===== src/dvru_pkg.sv =====
// shared types, constants and helpers for the distance-vector route update block
// no dependencies
package dvru_pkg;

    localparam int TABLE_DEPTH = 64;
    localparam int IDX_W       = $clog2(TABLE_DEPTH);
    localparam int CNT_W       = $clog2(TABLE_DEPTH + 1);
    localparam int QUEUE_DEPTH = 2;   // power of two, pointers wrap
    localparam int QPTR_W      = $clog2(QUEUE_DEPTH);
    localparam int QCNT_W      = $clog2(QUEUE_DEPTH + 1);

    localparam int ADDR_W      = 32;
    localparam int COST_W      = 8;
    localparam int RAW_W       = COST_W + 1;
    localparam int ACT_W       = 2;
    localparam int SLOT_W      = 6;
    localparam int IN_DATA_W   = 104;
    localparam int OUT_DATA_W  = 16;

    localparam logic [COST_W-1:0] INFINITY_RESET = 8'd16;

    typedef enum logic [ACT_W-1:0] {
        ACT_INSERT    = 2'd0,
        ACT_UPDATE    = 2'd1,
        ACT_UNCHANGED = 2'd2,
        ACT_FULL      = 2'd3
    } dvru_action_t;

    typedef enum logic [1:0] {
        ST_IDLE,
        ST_SEARCH,
        ST_DECIDE
    } dvru_state_t;

    // one classified advertisement waiting in the queue
    typedef struct packed {
        logic [ADDR_W-1:0] dest;
        logic [ADDR_W-1:0] nbr;
        logic [ADDR_W-1:0] ifc;
        logic [RAW_W-1:0]  plus1;     // adv_cost + 1, unsaturated
        logic [RAW_W-1:0]  ins_raw;   // cost to insert before the cap
    } dvru_item_t;

    // one route table word
    typedef struct packed {
        logic [ADDR_W-1:0] dest;
        logic [ADDR_W-1:0] next_hop;
        logic [ADDR_W-1:0] ifc;
        logic [COST_W-1:0] cost;
    } dvru_entry_t;

    function automatic logic [COST_W-1:0] cap_cost(input logic [RAW_W-1:0] raw,
                                                   input logic [COST_W-1:0] inf);
        cap_cost = (raw > {1'b0, inf}) ? inf : raw[COST_W-1:0];
    endfunction

endpackage


===== src/dvru_front.sv =====
// front end: accepts advertisement transfers, classifies them and queues them
// depends on dvru_pkg
module dvru_front
    import dvru_pkg::*;
(
    input  logic                 aclk,
    input  logic                 aresetn,
    input  logic                 s_axis_tvalid,
    output logic                 s_axis_tready,
    input  logic [IN_DATA_W-1:0] s_axis_tdata,
    output logic                 q_valid,
    input  logic                 q_pop,
    output dvru_item_t           q_item
);

    dvru_item_t        slot_reg [QUEUE_DEPTH];
    logic [QPTR_W-1:0] wr_ptr_reg, wr_ptr_next;
    logic [QPTR_W-1:0] rd_ptr_reg, rd_ptr_next;
    logic [QCNT_W-1:0] cnt_reg, cnt_next;

    dvru_item_t        in_item;
    logic              push;
    logic              pop;
    logic [ADDR_W-1:0] in_dest;
    logic [COST_W-1:0] in_adv;
    logic [ADDR_W-1:0] in_nbr;

    assign in_dest = s_axis_tdata[31:0];
    assign in_adv  = s_axis_tdata[39:32];
    assign in_nbr  = s_axis_tdata[71:40];

    // classify: direct neighbor routes get an insert cost of 1 before the cap
    always_comb begin
        in_item.dest    = in_dest;
        in_item.nbr     = in_nbr;
        in_item.ifc     = s_axis_tdata[103:72];
        in_item.plus1   = {1'b0, in_adv} + RAW_W'(1);
        in_item.ins_raw = (in_nbr == in_dest) ? RAW_W'(1) : in_item.plus1;
    end

    assign s_axis_tready = (cnt_reg != QCNT_W'(QUEUE_DEPTH));
    assign push          = s_axis_tvalid && s_axis_tready;
    assign q_valid       = (cnt_reg != '0);
    assign pop           = q_pop && q_valid;
    assign q_item        = slot_reg[rd_ptr_reg];

    always_comb begin
        wr_ptr_next = push ? wr_ptr_reg + QPTR_W'(1) : wr_ptr_reg;
        rd_ptr_next = pop ? rd_ptr_reg + QPTR_W'(1) : rd_ptr_reg;
        cnt_next    = cnt_reg;
        if (push && !pop) begin
            cnt_next = cnt_reg + QCNT_W'(1);
        end else if (pop && !push) begin
            cnt_next = cnt_reg - QCNT_W'(1);
        end
    end

    always_ff @(posedge aclk) begin
        if (!aresetn) begin
            wr_ptr_reg <= '0;
            rd_ptr_reg <= '0;
            cnt_reg    <= '0;
        end else begin
            wr_ptr_reg <= wr_ptr_next;
            rd_ptr_reg <= rd_ptr_next;
            cnt_reg    <= cnt_next;
        end
    end

    always_ff @(posedge aclk) begin
        if (push) begin
            slot_reg[wr_ptr_reg] <= in_item;
        end
    end

endmodule


===== config.mk =====
export PLATFORM = sky130hd
export DESIGN_NAME = dvru_front
export DESIGN_NICKNAME = d
export VERILOG_FILES = /design/src/dvru_pkg.sv /design/src/dvru_front.sv
export SDC_FILE = /design/constraint.sdc
export NUM_CORES = 1
export LEC_CHECK = 0
export ABC_CLOCK_PERIOD_IN_PS = 9500
export BUFFER_PORTS_ARGS = -buffer_cell sky130_fd_sc_hd__buf_4
export CAP_MARGIN = 20
export CORE_UTILIZATION = 41
export CTS_BUF_LIST = sky130_fd_sc_hd__clkbuf_8
export CTS_CLUSTER_SIZE = 25
export DETAILED_ROUTE_END_ITERATION = 16
export GPL_ROUTABILITY_DRIVEN = 0
export PLACE_DENSITY_LB_ADDON = 0.3
export SLEW_MARGIN = 10
export SYNTH_ARGS = -nofsm -noshare
export SYNTH_HDL_FRONTEND = slang
export SYNTH_SLANG_ARGS = --single-unit

===== constraint.sdc =====
create_clock -name aclk -period 9.5 [get_ports aclk]
set_input_delay 0.475 -clock aclk [delete_from_list [all_inputs] [get_ports aclk]]
set_output_delay 0.475 -clock aclk [all_outputs]
set_load 0.01 [all_outputs]

==> qor.yml, run 1 <==
timing:
  fmax_mhz: 309
  fin_tns_setup_ns: 0
  hold_ws_ns: 0.152
  fin_crit_ns: 3.23
  tightest_slew_ns: 0.868
  setup_ws_ns: 6.27
  rsz0062_at_grt: "no"
  maxSlewHeadroom: 0.422
  fin_crit_sh: 0.340
  fin_skew_ns: 0.0166
  drv_slew: 0
  finalSetupViolations: 0
  hold_violations: 0
final_layout:
  layout-drive-gt1-share: 0.527
  multiInputGateArea_um2: 1970
  final_area_um2: 11700
  seqCellArea_um2: 6950
  area_growth_pct: 30.4
  largest_register_ffs: 228
  n_antenna_cell: 0
  final_nets: 812
  n_fill_cell: 1702
worst_setup_path:
  cp.arrival_ns: 2.76
  r2r_end: "slot_reg[0][74]"
  cpMostUsedCell: "buf_4"
  path_class: "reg -> out"
  slowest_stage: "dfxtp_4"
  cp.required_ns: 9.03
  cpLargestDelayFamily: "buffers and inverters"
  crit_chain: "buf_4, mux2_2, buf_4"
  r2r_slack_ns: 6.85
  path_max_fanout: 59
  r2r-start: "cnt_reg[0]"
  crit_path_start_kind: "register"
  cp.buffers_inverters: 2
  crit_path_end_kind: "primary output"
  ff2ff_path_depth: 5
  cpPeakStageDelay_ns: 0.84
global_route:
  grt_use_met3: 0.0454
  grt_pass1_wl_mm: 27.7
  grt.busiest_layer: "met2"
  grt-ovfl-total: 0
  track_usage: 0.163
  grt_pass1_vias: 5136
  grt_max_degree: 63
  antenna_found_initial: 0
  grtUsageMet2: 0.285
  met1_usage: 0.189
yosys:
  seq_area_frac_synth: 0.774
  synth_cells: 446
  yosys.area.top_type: "edfxtp_1"
  yosysMostFrequentCell: "edfxtp_1"
  syn_avg_cell_area_um2: 20.1
  synth_flop_cell: "edfxtp_1"
  synth_edf_count: 228
  syn-num-nets: 556
  synth-seq-cells: 233
  synthTopCellsByArea: "edfxtp_1 76%, mux2_2 13%, xnor2_1 3.9%, mux2_1 1.4%, dfxtp_1 1.1%"
  yosysWarnings: 0
  synth.top_cell.area_share: 0.763
  netlist_area_um2: 8980
  synthArstFlopShare: 0
  synth_cell_types: 25
  synthTopCellsByCount: "228 x edfxtp_1, 103 x mux2_2, 40 x xnor2_1, 12 x buf_2, 11 x mux2_1"
floorplan:
  die_y_um: 150
  io_pins: 224
  die-area_um2: 22500
  coreArea_um2: 21200
  start_util: 0.423
  rows: 53
  die_w_um: 150
cts:
  clkSlewWorstSetupHoldPaths_ns: 0.06
  cts_buffers: 40
  clockRootBuffer: "clkbuf_8"
  insertion_delay_ns: 0.51
  cts_tree: "yes"
  post_cts_resized: 0
  cts_setup_buffers: 0
  htree_levels: 2
  clock_path_buffers: 3
  cts_hold_buf: 0
  clkSinkCount: 233
placed_design:
  numPortBuffers: 223
  hpwlAfterDp_mm: 12.3
  dpl_cell_area_um2: 11000
  dp_worst_setup_slack_ns: 6.76
flow_run:
  drv_cap: 0
min_path:
  hp-class: "in -> reg"
  holdPathStages: 1
  holdCritStartpoint: "s_axis_tdata[98]"
  holdPathEnd: "slot_reg[0][44]"
detailed_routing:
  antenna_left: 0
  drc: 0
  finalWirelength_mm: 18.5
  wl_per_cell_um: 18.4
  vias: 4840
  drtPass1Iterations: 4
  drt_iter0_drc: 211
  vias_per_cell: 4.82
power:
  vdd_drop_max_mv: 0.153
  power.leakage_nw: 4.35
  power_density_nw_per_um2: 257
outcome:
  status: "finished clean"
how the worst max path moves through the flow:
stage | start | to | cells after the start
after floorplan | cnt_reg[0] | slot_reg[0][0] | 3
after detailed placement | register | q_item[78] | 3
after global placement | register | q_item[78] | 3
after CTS | register | q_item[78] | 3
after global routing | register | q_item[52] | 3
final | register | q_item[73] | 3
per-stage QoR:
step	total power [mW]	instances	util
after CTS	3.05	1004	0.552
after global placement	2.20	935	0.517
after global routing	3.15	1004	0.552
after detailed placement	2.22	935	0.517
after floorplan	1.84	446	-
final	3.01	1004	0.552
cells in the final DEF, fill, tap and decap left out, types with 4 or more instances in the layout:
cell type / instances
clkinv_1: 6
xnor2_1: 40
nand4_1: 9
dfxtp_1: 4
a21boi_1: 8
buf_4: 227
edfxtp_1: 228
and2_1: 4
mux2_1: 11
clkbuf_8: 41
inv_1: 17
clkinv_2: 5
mux2_2: 103
metal layers:
metal,part of all wire,up-vias
li1,-,2263
met2,0.52,158
met3,0.065,42
met4,0.025,0
met5,0,-
met1,0.39,2377
power breakdown:
group	switching [mW]	internal, mW	total (mW)	leakage (nW)
Combinational	0.375	0.419	0.794	1.74
Sequential	0.0695	1.32	1.39	2.17
Clock	0.369	0.453	0.823	0.432
Total	0.814	2.19	3.01	4.35
logic make-up (layout without fill, tap and decap cells):
family | after synthesis | count (layout) | synth area share
xor+xnor | 42 | 42 | 0.0410
buf+inv | 15 | 298 | 0.00794
compound gates | 11 | 11 | 0.00892
fa+ha+maj | 2 | 2 | 0.00279
mux | 114 | 114 | 0.143
flops | 233 | 233 | 0.774
simple gates | 29 | 29 | 0.0226
cell type report:
class / count / share of cell area
clock buffer: 41 / 0.0482
sequential: 233 / 0.594
tap: 275 / 0.0294
inverter: 2 / 0.000641
clock inverter: 28 / 0.0140
timing repair buffer: 227 / 0.146
multi-input combinational: 198 / 0.168
No activity file was read; power rests on OpenSTA's default activity.
==> run 2, diff against run 1 <==
--- a/config.mk
+++ b/config.mk
@@ -5,7 +5,7 @@
 export SDC_FILE = /design/constraint.sdc
 export NUM_CORES = 1
 export LEC_CHECK = 0
-export ABC_CLOCK_PERIOD_IN_PS = 9500
+export ABC_CLOCK_PERIOD_IN_PS = 2900
 export BUFFER_PORTS_ARGS = -buffer_cell sky130_fd_sc_hd__buf_4
 export CAP_MARGIN = 20
 export CORE_UTILIZATION = 41
==> constraint.sdc (replaced) <==
create_clock -name aclk -period 2.9 [get_ports aclk]
set_input_delay 0.145 -clock aclk [delete_from_list [all_inputs] [get_ports aclk]]
set_output_delay 0.145 -clock aclk [all_outputs]
set_load 0.01 [all_outputs]
==> run 2 against run 1 <==
Wire length up 4.0%. Flip-flop and latch count stayed put. Via count up 8.1%. Design area is 8.7% higher. First-iteration DRC count did not move. Utilization grew 4.8 points. Critical endpoint is now q_item[69]. Highest routed layer unchanged.
==> qor.yml, run 2 (same netlist as run 1, synthesis figures left out) <==
cts:
  clkSlewWorstSetupHoldPaths_ns: 0.06  # about the same
  cts_setup_buffers: 0  # unchanged
  insertion_delay_ns: 0.51  # about the same
  cts_tree: "yes"
  post_cts_resized: 0  # unchanged
  htree_levels: 2  # unchanged
  cts_buffers: 38  # -5.0%
  clock_path_buffers: 3  # unchanged
  clockRootBuffer: "clkbuf_8"
  clkSinkCount: 233  # unchanged
power:
  vdd_drop_max_mv: 0.428  # +180%
  power_density_nw_per_um2: 777  # +200%
  power.leakage_nw: 4.75  # +9.2%
timing:
  fin_tns_setup_ns: 0  # unchanged
  fin_crit_sh: 0.782
  fmax_mhz: 441
  rsz0062_at_grt: "no"
  hold_violations: 0  # unchanged
  finalSetupViolations: 0  # unchanged
  tightest_slew_ns: 0.749  # -0.119 ns
  maxSlewHeadroom: 0.501  # +0.0791
  fin_skew_ns: 0.0198  # +0.00314 ns
  fin_crit_ns: 2.27
  drv_slew: 0  # unchanged
worst_setup_path:
  cp.required_ns: 2.76  # -6.27 ns
  cpMostUsedCell: "buf_4"
  slowest_stage: "dfxtp_4"
  crit_path_start_kind: "register"
  path_class: "reg -> out"
  path_max_fanout: 31  # -47%
  cp.arrival_ns: 2.12  # -0.64 ns
  cpPeakStageDelay_ns: 0.57  # -0.27 ns
  crit_chain: "buf_4, mux2_2, buf_4"
  crit_path_end_kind: "primary output"
final_layout:
  final_util: 0.600  # +0.0480
  layout-drive-gt1-share: 0.464  # -0.0629
  final_cell_mix: "228 x edfxtp_1, 226 x buf_4, 103 x mux2_2, 100 x dlygate4sd3_1, 43 x clkbuf_8"
  n_antenna_cell: 0  # unchanged
  final_common_cell: "edfxtp_1"
  largest_register_ffs: 228  # unchanged
  n_fill_cell: 1585  # -6.9%
  area_growth_pct: 41.7
  final_area_um2: 12700  # +8.7%
  final_nets: 912  # +12%
global_route:
  grt_pass1_wl_mm: 28.9  # +4.3%
  grt_max_degree: 61  # -3.2%
  antenna_found_initial: 0  # unchanged
  grt_pass1_vias: 5555  # +8.2%
  grt-ovfl-total: 0  # unchanged
  track_usage: 0.170  # +0.00680
detailed_routing:
  drt_iter0_drc: 211  # unchanged
  antenna_left: 0  # unchanged
  wl_per_cell_um: 17.4  # -5.5%
  drtPass1Iterations: 4  # unchanged
  vias_per_cell: 4.73  # -1.8%
  finalWirelength_mm: 19.2  # +4.0%
  vias: 5231  # +8.1%
  drc: 0  # unchanged
flow_run:
  drv_cap: 0  # unchanged
outcome:
  status: "finished clean"
placed_design:
  dpl_cell_area_um2: 11000  # +0.48%
  numPortBuffers: 223  # unchanged
  hpwlAfterDp_mm: 12.3  # +0.54%
floorplan:
  die_y_um: 150  # unchanged
  io_pins: 224  # unchanged
  start_util: 0.423  # unchanged
  coreArea_um2: 21200  # unchanged
  die-area_um2: 22500  # unchanged
  rows: 53  # unchanged
  die_w_um: 150  # unchanged
min_path:
  hp-class: "in -> reg"
## run 2: cell types whose count changed in the layout (fill, tap and decap cells not counted)
cell / before / now
clkbuf_8: 41 / 43
clkinv_1: 6 / 10
buf_12: 0 / 3
dlygate4sd3_1: 0 / 100
buf_4: 227 / 226
clkinv_2: 5 / 3
bufinv_16: 2 / 0
clkinvlp_4: 0 / 1
inv_1: 17 / 13
## run 2: where the power goes
| group | internal, mW | leakage, nW | total (mW) | switching [mW] |
|---|---|---|---|---|
| clock network | 1.35 | 0.395 | 2.55 | 1.20 |
| registers | 4.32 | 2.17 | 4.48 | 0.161 |
| logic | 1.50 | 2.18 | 2.86 | 1.36 |
## run 2: final timing paths
kind,endpoint,startpoint,cells after the start,slack (ns)
min,slot_reg[0][15],s_axis_tdata[38],2,0.05
max,q_item[69],register,3,0.63
min reg2reg,cnt_reg[1],cnt_reg[1],2,0.56
max reg2reg,slot_reg[0][81],cnt_reg[0],4,1.01
## run 2: through the flow
| stage | hold WS (ns) | instances | setup WS (ns) | power, mW |
|---|---|---|---|---|
| 2_1_floorplan | 0.244 | 446 | 0.0753 | 5.98 |
| 3_3_place_gp | 0.332 | 937 | 0.949 | 7.26 |
| 3_5_place_dp | 0.335 | 937 | 0.928 | 7.32 |
| 4_1_cts | 0.00484 | 1105 | 0.576 | 10.0 |
| 5_1_grt | 0.00582 | 1105 | 0.495 | 10.4 |
| 6_report | 0.0480 | 1105 | 0.631 | 9.88 |
## run 2: final cells by class
| type | count | area, µm² | area share |
|---|---|---|---|
| clock inverters | 25 | 101 | 0.00796 |
| multi-input cells | 198 | 1970 | 0.155 |
| repair buffers | 329 | 2760 | 0.217 |
| clock buffers | 43 | 592 | 0.0465 |
| flip-flops and latches | 233 | 6950 | 0.546 |
| inverters | 2 | 7.51 | 0.000590 |
| well taps | 275 | 344 | 0.0270 |
## run 2: timing repair
| item | 4_1_cts | 5_1_grt |
|---|---|---|
| hold buffers | 100 | 0 |
| endpoints found under the hold margin | 203 | 0 |
| setup endpoints to repair | 0 | 0 |
## run 2: critical path, delay by kind of cell (launching register included)
family / cells / cell delay [ns]
multiplexers: 1 / 0.43
flip-flops: 1 / 0.57
buffers and inverters: 2 / 0.62
## run 2: metal layers
metal / GRT usage / part of all wire
met5: 0 / 0
met4: 0.0737 / 0.031
met3: 0.0433 / 0.059
met2: 0.293 / 0.51
met1: 0.201 / 0.40
==> run 3, diff against run 2 <==
--- a/config.mk
+++ b/config.mk
@@ -5,7 +5,8 @@
 export SDC_FILE = /design/constraint.sdc
 export NUM_CORES = 1
 export LEC_CHECK = 0
-export ABC_CLOCK_PERIOD_IN_PS = 2900
+export ABC_AREA = 1
+export ABC_CLOCK_PERIOD_IN_PS = 2300
 export BUFFER_PORTS_ARGS = -buffer_cell sky130_fd_sc_hd__buf_4
 export CAP_MARGIN = 20
 export CORE_UTILIZATION = 41
==> constraint.sdc (replaced) <==
create_clock -name aclk -period 2.3 [get_ports aclk]
set_input_delay 0.115 -clock aclk [delete_from_list [all_inputs] [get_ports aclk]]
set_output_delay 0.115 -clock aclk [all_outputs]
set_load 0.01 [all_outputs]
==> run 3 against run 2 <==
Non-clock buffer count is 9 higher. Highest routed layer unchanged. Clock power is 31% higher. Final cell count is 14% higher. Register-to-register slack worse by 0.32 ns. Utilization hardly changed. Clock skew is 0.0025 ns lower. Worst setup slack worse by 0.23 ns. Critical path type unchanged. Synthesized cell count is 32% higher. Worst hold slack better by 0.024 ns. Wire length is 5.1% higher. Synthesized area is 4.0% higher. Design area is 4.1% higher.
==> qor.yml, run 3 <==
outcome:
  status: "finished clean"
worst_setup_path:
  cp.arrival_ns: 1.79  # -0.33 ns
  cp.required_ns: 2.18  # -0.58 ns
  crit_path_end_kind: "primary output"
  cpLargestDelayFamily: "flip-flops"
  cpPeakStageDelay_ns: 0.42  # -0.15 ns
  slowest_stage: "dfxtp_4"
  crit_chain: "buf_12, mux2_2, buf_4"
  path_class: "reg -> out"
  cp.buffers_inverters: 2  # unchanged
  critPathCapture: "q_item[71]"
  r2r_end: "slot_reg[1][90]"
  crit_path_start_kind: "register"
  path_max_fanout: 41  # +32%
  ff2ff_path_depth: 5  # +1
  r2r_slack_ns: 0.69  # -0.32 ns
  r2r-start: "cnt_reg[0]"
  worst-path-stages: 3  # unchanged
final_layout:
  final_area_um2: 13200  # +4.1%
  final_cell_mix: "228 x edfxtp_1, 223 x buf_4, 106 x dlygate4sd3_1, 100 x mux2_2, 83 x nand2_1"
  n_fill_cell: 1667  # +5.2%
  largest_register_ffs: 228  # unchanged
  final_common_cell: "edfxtp_1"
  final_nets: 1064  # +17%
  layout-drive-gt1-share: 0.409  # -0.0553
  area_growth_pct: 41.9  # about the same
yosys:
  netlist_area_um2: 9340  # +4.0%
  seq_area_frac_synth: 0.744  # -0.0297
  syn_avg_cell_area_um2: 15.9  # -21%
  yosysWarnings: 0  # unchanged
  synthTopCellsByArea: "edfxtp_1 73%, mux2_2 12%, nand2_1 3.4%, inv_1 2.6%, nor2_1 2.0%"
  synth_edf_count: 228  # unchanged
  synthTopCellsByCount: "228 x edfxtp_1, 100 x mux2_2, 85 x nand2_1, 64 x inv_1, 50 x nor2_1"
  syn-num-nets: 697  # +25%
  synth-seq-cells: 233  # unchanged
  synth.top_cell.area_share: 0.733  # -0.0292
  synth_cells: 587  # +32%
  synth_flop_cell: "edfxtp_1"
  yosys.area.top_type: "edfxtp_1"
  yosysMostFrequentCell: "edfxtp_1"
  synth_cell_types: 19  # -24%
  synthArstFlopShare: 0  # unchanged
placed_design:
  hpwlAfterDp_mm: 12.4  # +0.65%
  numPortBuffers: 223  # unchanged
  dp_worst_setup_slack_ns: 0.685  # -0.242 ns
  dpl_cell_area_um2: 11500  # +3.9%
power:
  vdd_drop_max_mv: 0.531  # +24%
  power_density_nw_per_um2: 924  # +19%
  power.leakage_nw: 5.40  # +14%
  power_mw: 12.2  # +24%
global_route:
  grt_pass1_vias: 6200  # +12%
  grt_pass1_wl_mm: 31.5  # +9.1%
  antenna_found_initial: 1  # +1
  track_usage: 0.173  # +0.00234
  grt-ovfl-total: 0  # unchanged
  grt_max_degree: 42  # -31%
floorplan:
  rows: 54  # +1.9%
  die-area_um2: 23400  # +3.9%
  die_w_um: 153  # +2.0%
  coreArea_um2: 22100  # +4.1%
  start_util: 0.423  # -0.000526
  io_pins: 224  # unchanged
  die_y_um: 153  # +2.0%
flow_run:
  drv_cap: 0  # unchanged
cts:
  clkSinkCount: 233  # unchanged
  clkSlewWorstSetupHoldPaths_ns: 0.06  # about the same
  post_cts_resized: 0  # unchanged
  insertion_delay_ns: 0.52  # about the same
  cts_buffers: 40  # +5.3%
  clockRootBuffer: "clkbuf_8"
  cts_tree: "yes"
  htree_levels: 2  # unchanged
  clock_path_buffers: 3  # unchanged
timing:
  hold_ws_ns: 0.0716  # +0.0236 ns
  rsz0062_at_grt: "no"
  fin_crit_ns: 1.90
  drv_slew: 0  # unchanged
  fin_tns_setup_ns: 0  # unchanged
  setup_ws_ns: 0.397  # -0.234 ns
  maxSlewHeadroom: 0.661  # +0.160
  fin_skew_ns: 0.0173  # -0.00250 ns
  hold_violations: 0  # unchanged
  fin_crit_sh: 0.828
  fmax_mhz: 525
  tightest_slew_ns: 0.507  # -0.242 ns
  finalSetupViolations: 0  # unchanged
detailed_routing:
  vias_per_cell: 4.59  # -3.1%
  antenna_left: 0  # unchanged
  drt_iter0_drc: 213  # +0.95%
  drtPass1Iterations: 4  # unchanged
  finalWirelength_mm: 20.2  # +5.1%
  drc: 0  # unchanged
  vias: 5803  # +11%
  wl_per_cell_um: 16.0  # -8.2%
min_path:
  hp-class: "in -> reg"
==> run 3: cell types whose count changed in the layout (fill, tap and decap cells not counted), sizes merged, moves of 6 or more <==
cell and change:
a21boi -9, dlygate4sd3 +6, xnor2 -39, xor2 +6, nand2 +82, inv +69, nand4 -8, nor2 +51
==> run 3: logic make-up (layout without fill, tap and decap cells) <==
logic type / count (synthesis) / count (layout) / share of synthesized area
flip-flops: 233 / 233 / 0.744
AND/OR/NAND/NOR: 141 / 141 / 0.0584
multiplexers: 114 / 114 / 0.142
buffers and inverters: 77 / 474 / 0.0381
AO/OA/AOI/OAI: 11 / 11 / 0.00590
XOR/XNOR: 9 / 9 / 0.00844
adder cells (fa/ha/maj): 2 / 2 / 0.00268
other: 0 / 1 / 0
==> run 3: routing by layer <==
| metal | vias to the layer above | global-route usage | routed length [µm] |
|---|---|---|---|
| met3 | 51 | 0.0434 | 1200 |
| met5 | - | 0 | 0 |
| met2 | 189 | 0.308 | 10400 |
| met1 | 2744 | 0.195 | 7980 |
| li1 | 2819 | - | - |
| met4 | 0 | 0.0779 | 633 |
==> run 3: how the worst min path moves through the flow <==
| stage | cells after the start | from | endpoint |
|---|---|---|---|
| 6_report | 3 | s_axis_tdata[35] | slot_reg[0][12] |
| 5_1_grt | 3 | s_axis_tdata[35] | slot_reg[0][12] |
| 4_1_cts | 3 | s_axis_tdata[35] | slot_reg[0][12] |
| 3_5_place_dp | 1 | s_axis_tdata[72] | slot_reg[1][18] |
| 3_3_place_gp | 1 | s_axis_tdata[86] | slot_reg[0][32] |
| 2_1_floorplan | 0 | s_axis_tdata[18] | slot_reg[0][100] |
==> run 3: through the flow <==
step                      utilization  instances
after floorplan                     -        587
after global routing            0.599       1265
after CTS                       0.599       1264
after detailed placement        0.519       1086
final                           0.599       1265
after global placement          0.519       1086
==> run 3: report_power, final <==
| group | internal [mW] | total (mW) | switching [mW] |
|---|---|---|---|
| combinational | 1.76 | 3.39 | 1.63 |
| clock | 1.77 | 3.34 | 1.57 |
| sequential | 5.37 | 5.51 | 0.138 |
| total | 8.90 | 12.2 | 3.34 |
==> run 3: final cells by class <==
cell class,instances,area (µm²),share of cell area
Sequential cell,233,6950,0.525
Timing Repair Buffer,338,2920,0.220
Multi-Input combinational cell,277,2060,0.156
Clock buffer,41,564,0.0426
Tap cell,280,350,0.0265
Inverter,64,240,0.0181
Clock inverter,31,156,0.0118
Antenna cell,1,2.50,0.000189
==> run 3: what timing repair did <==
item                                   4_1_cts  5_1_grt
buffers inserted                             0        0
hold buffers                               106        0
endpoints found under the hold margin      215        0
==> run 3: worst reg2reg max path, cell delays in order, from the launching register on <==
cell and delay (ns):
dfxtp_2 0.32, inv_2 0.06, nand2_4 0.08, nand2_4 0.07
nor2_4 0.41, buf_12 0.30
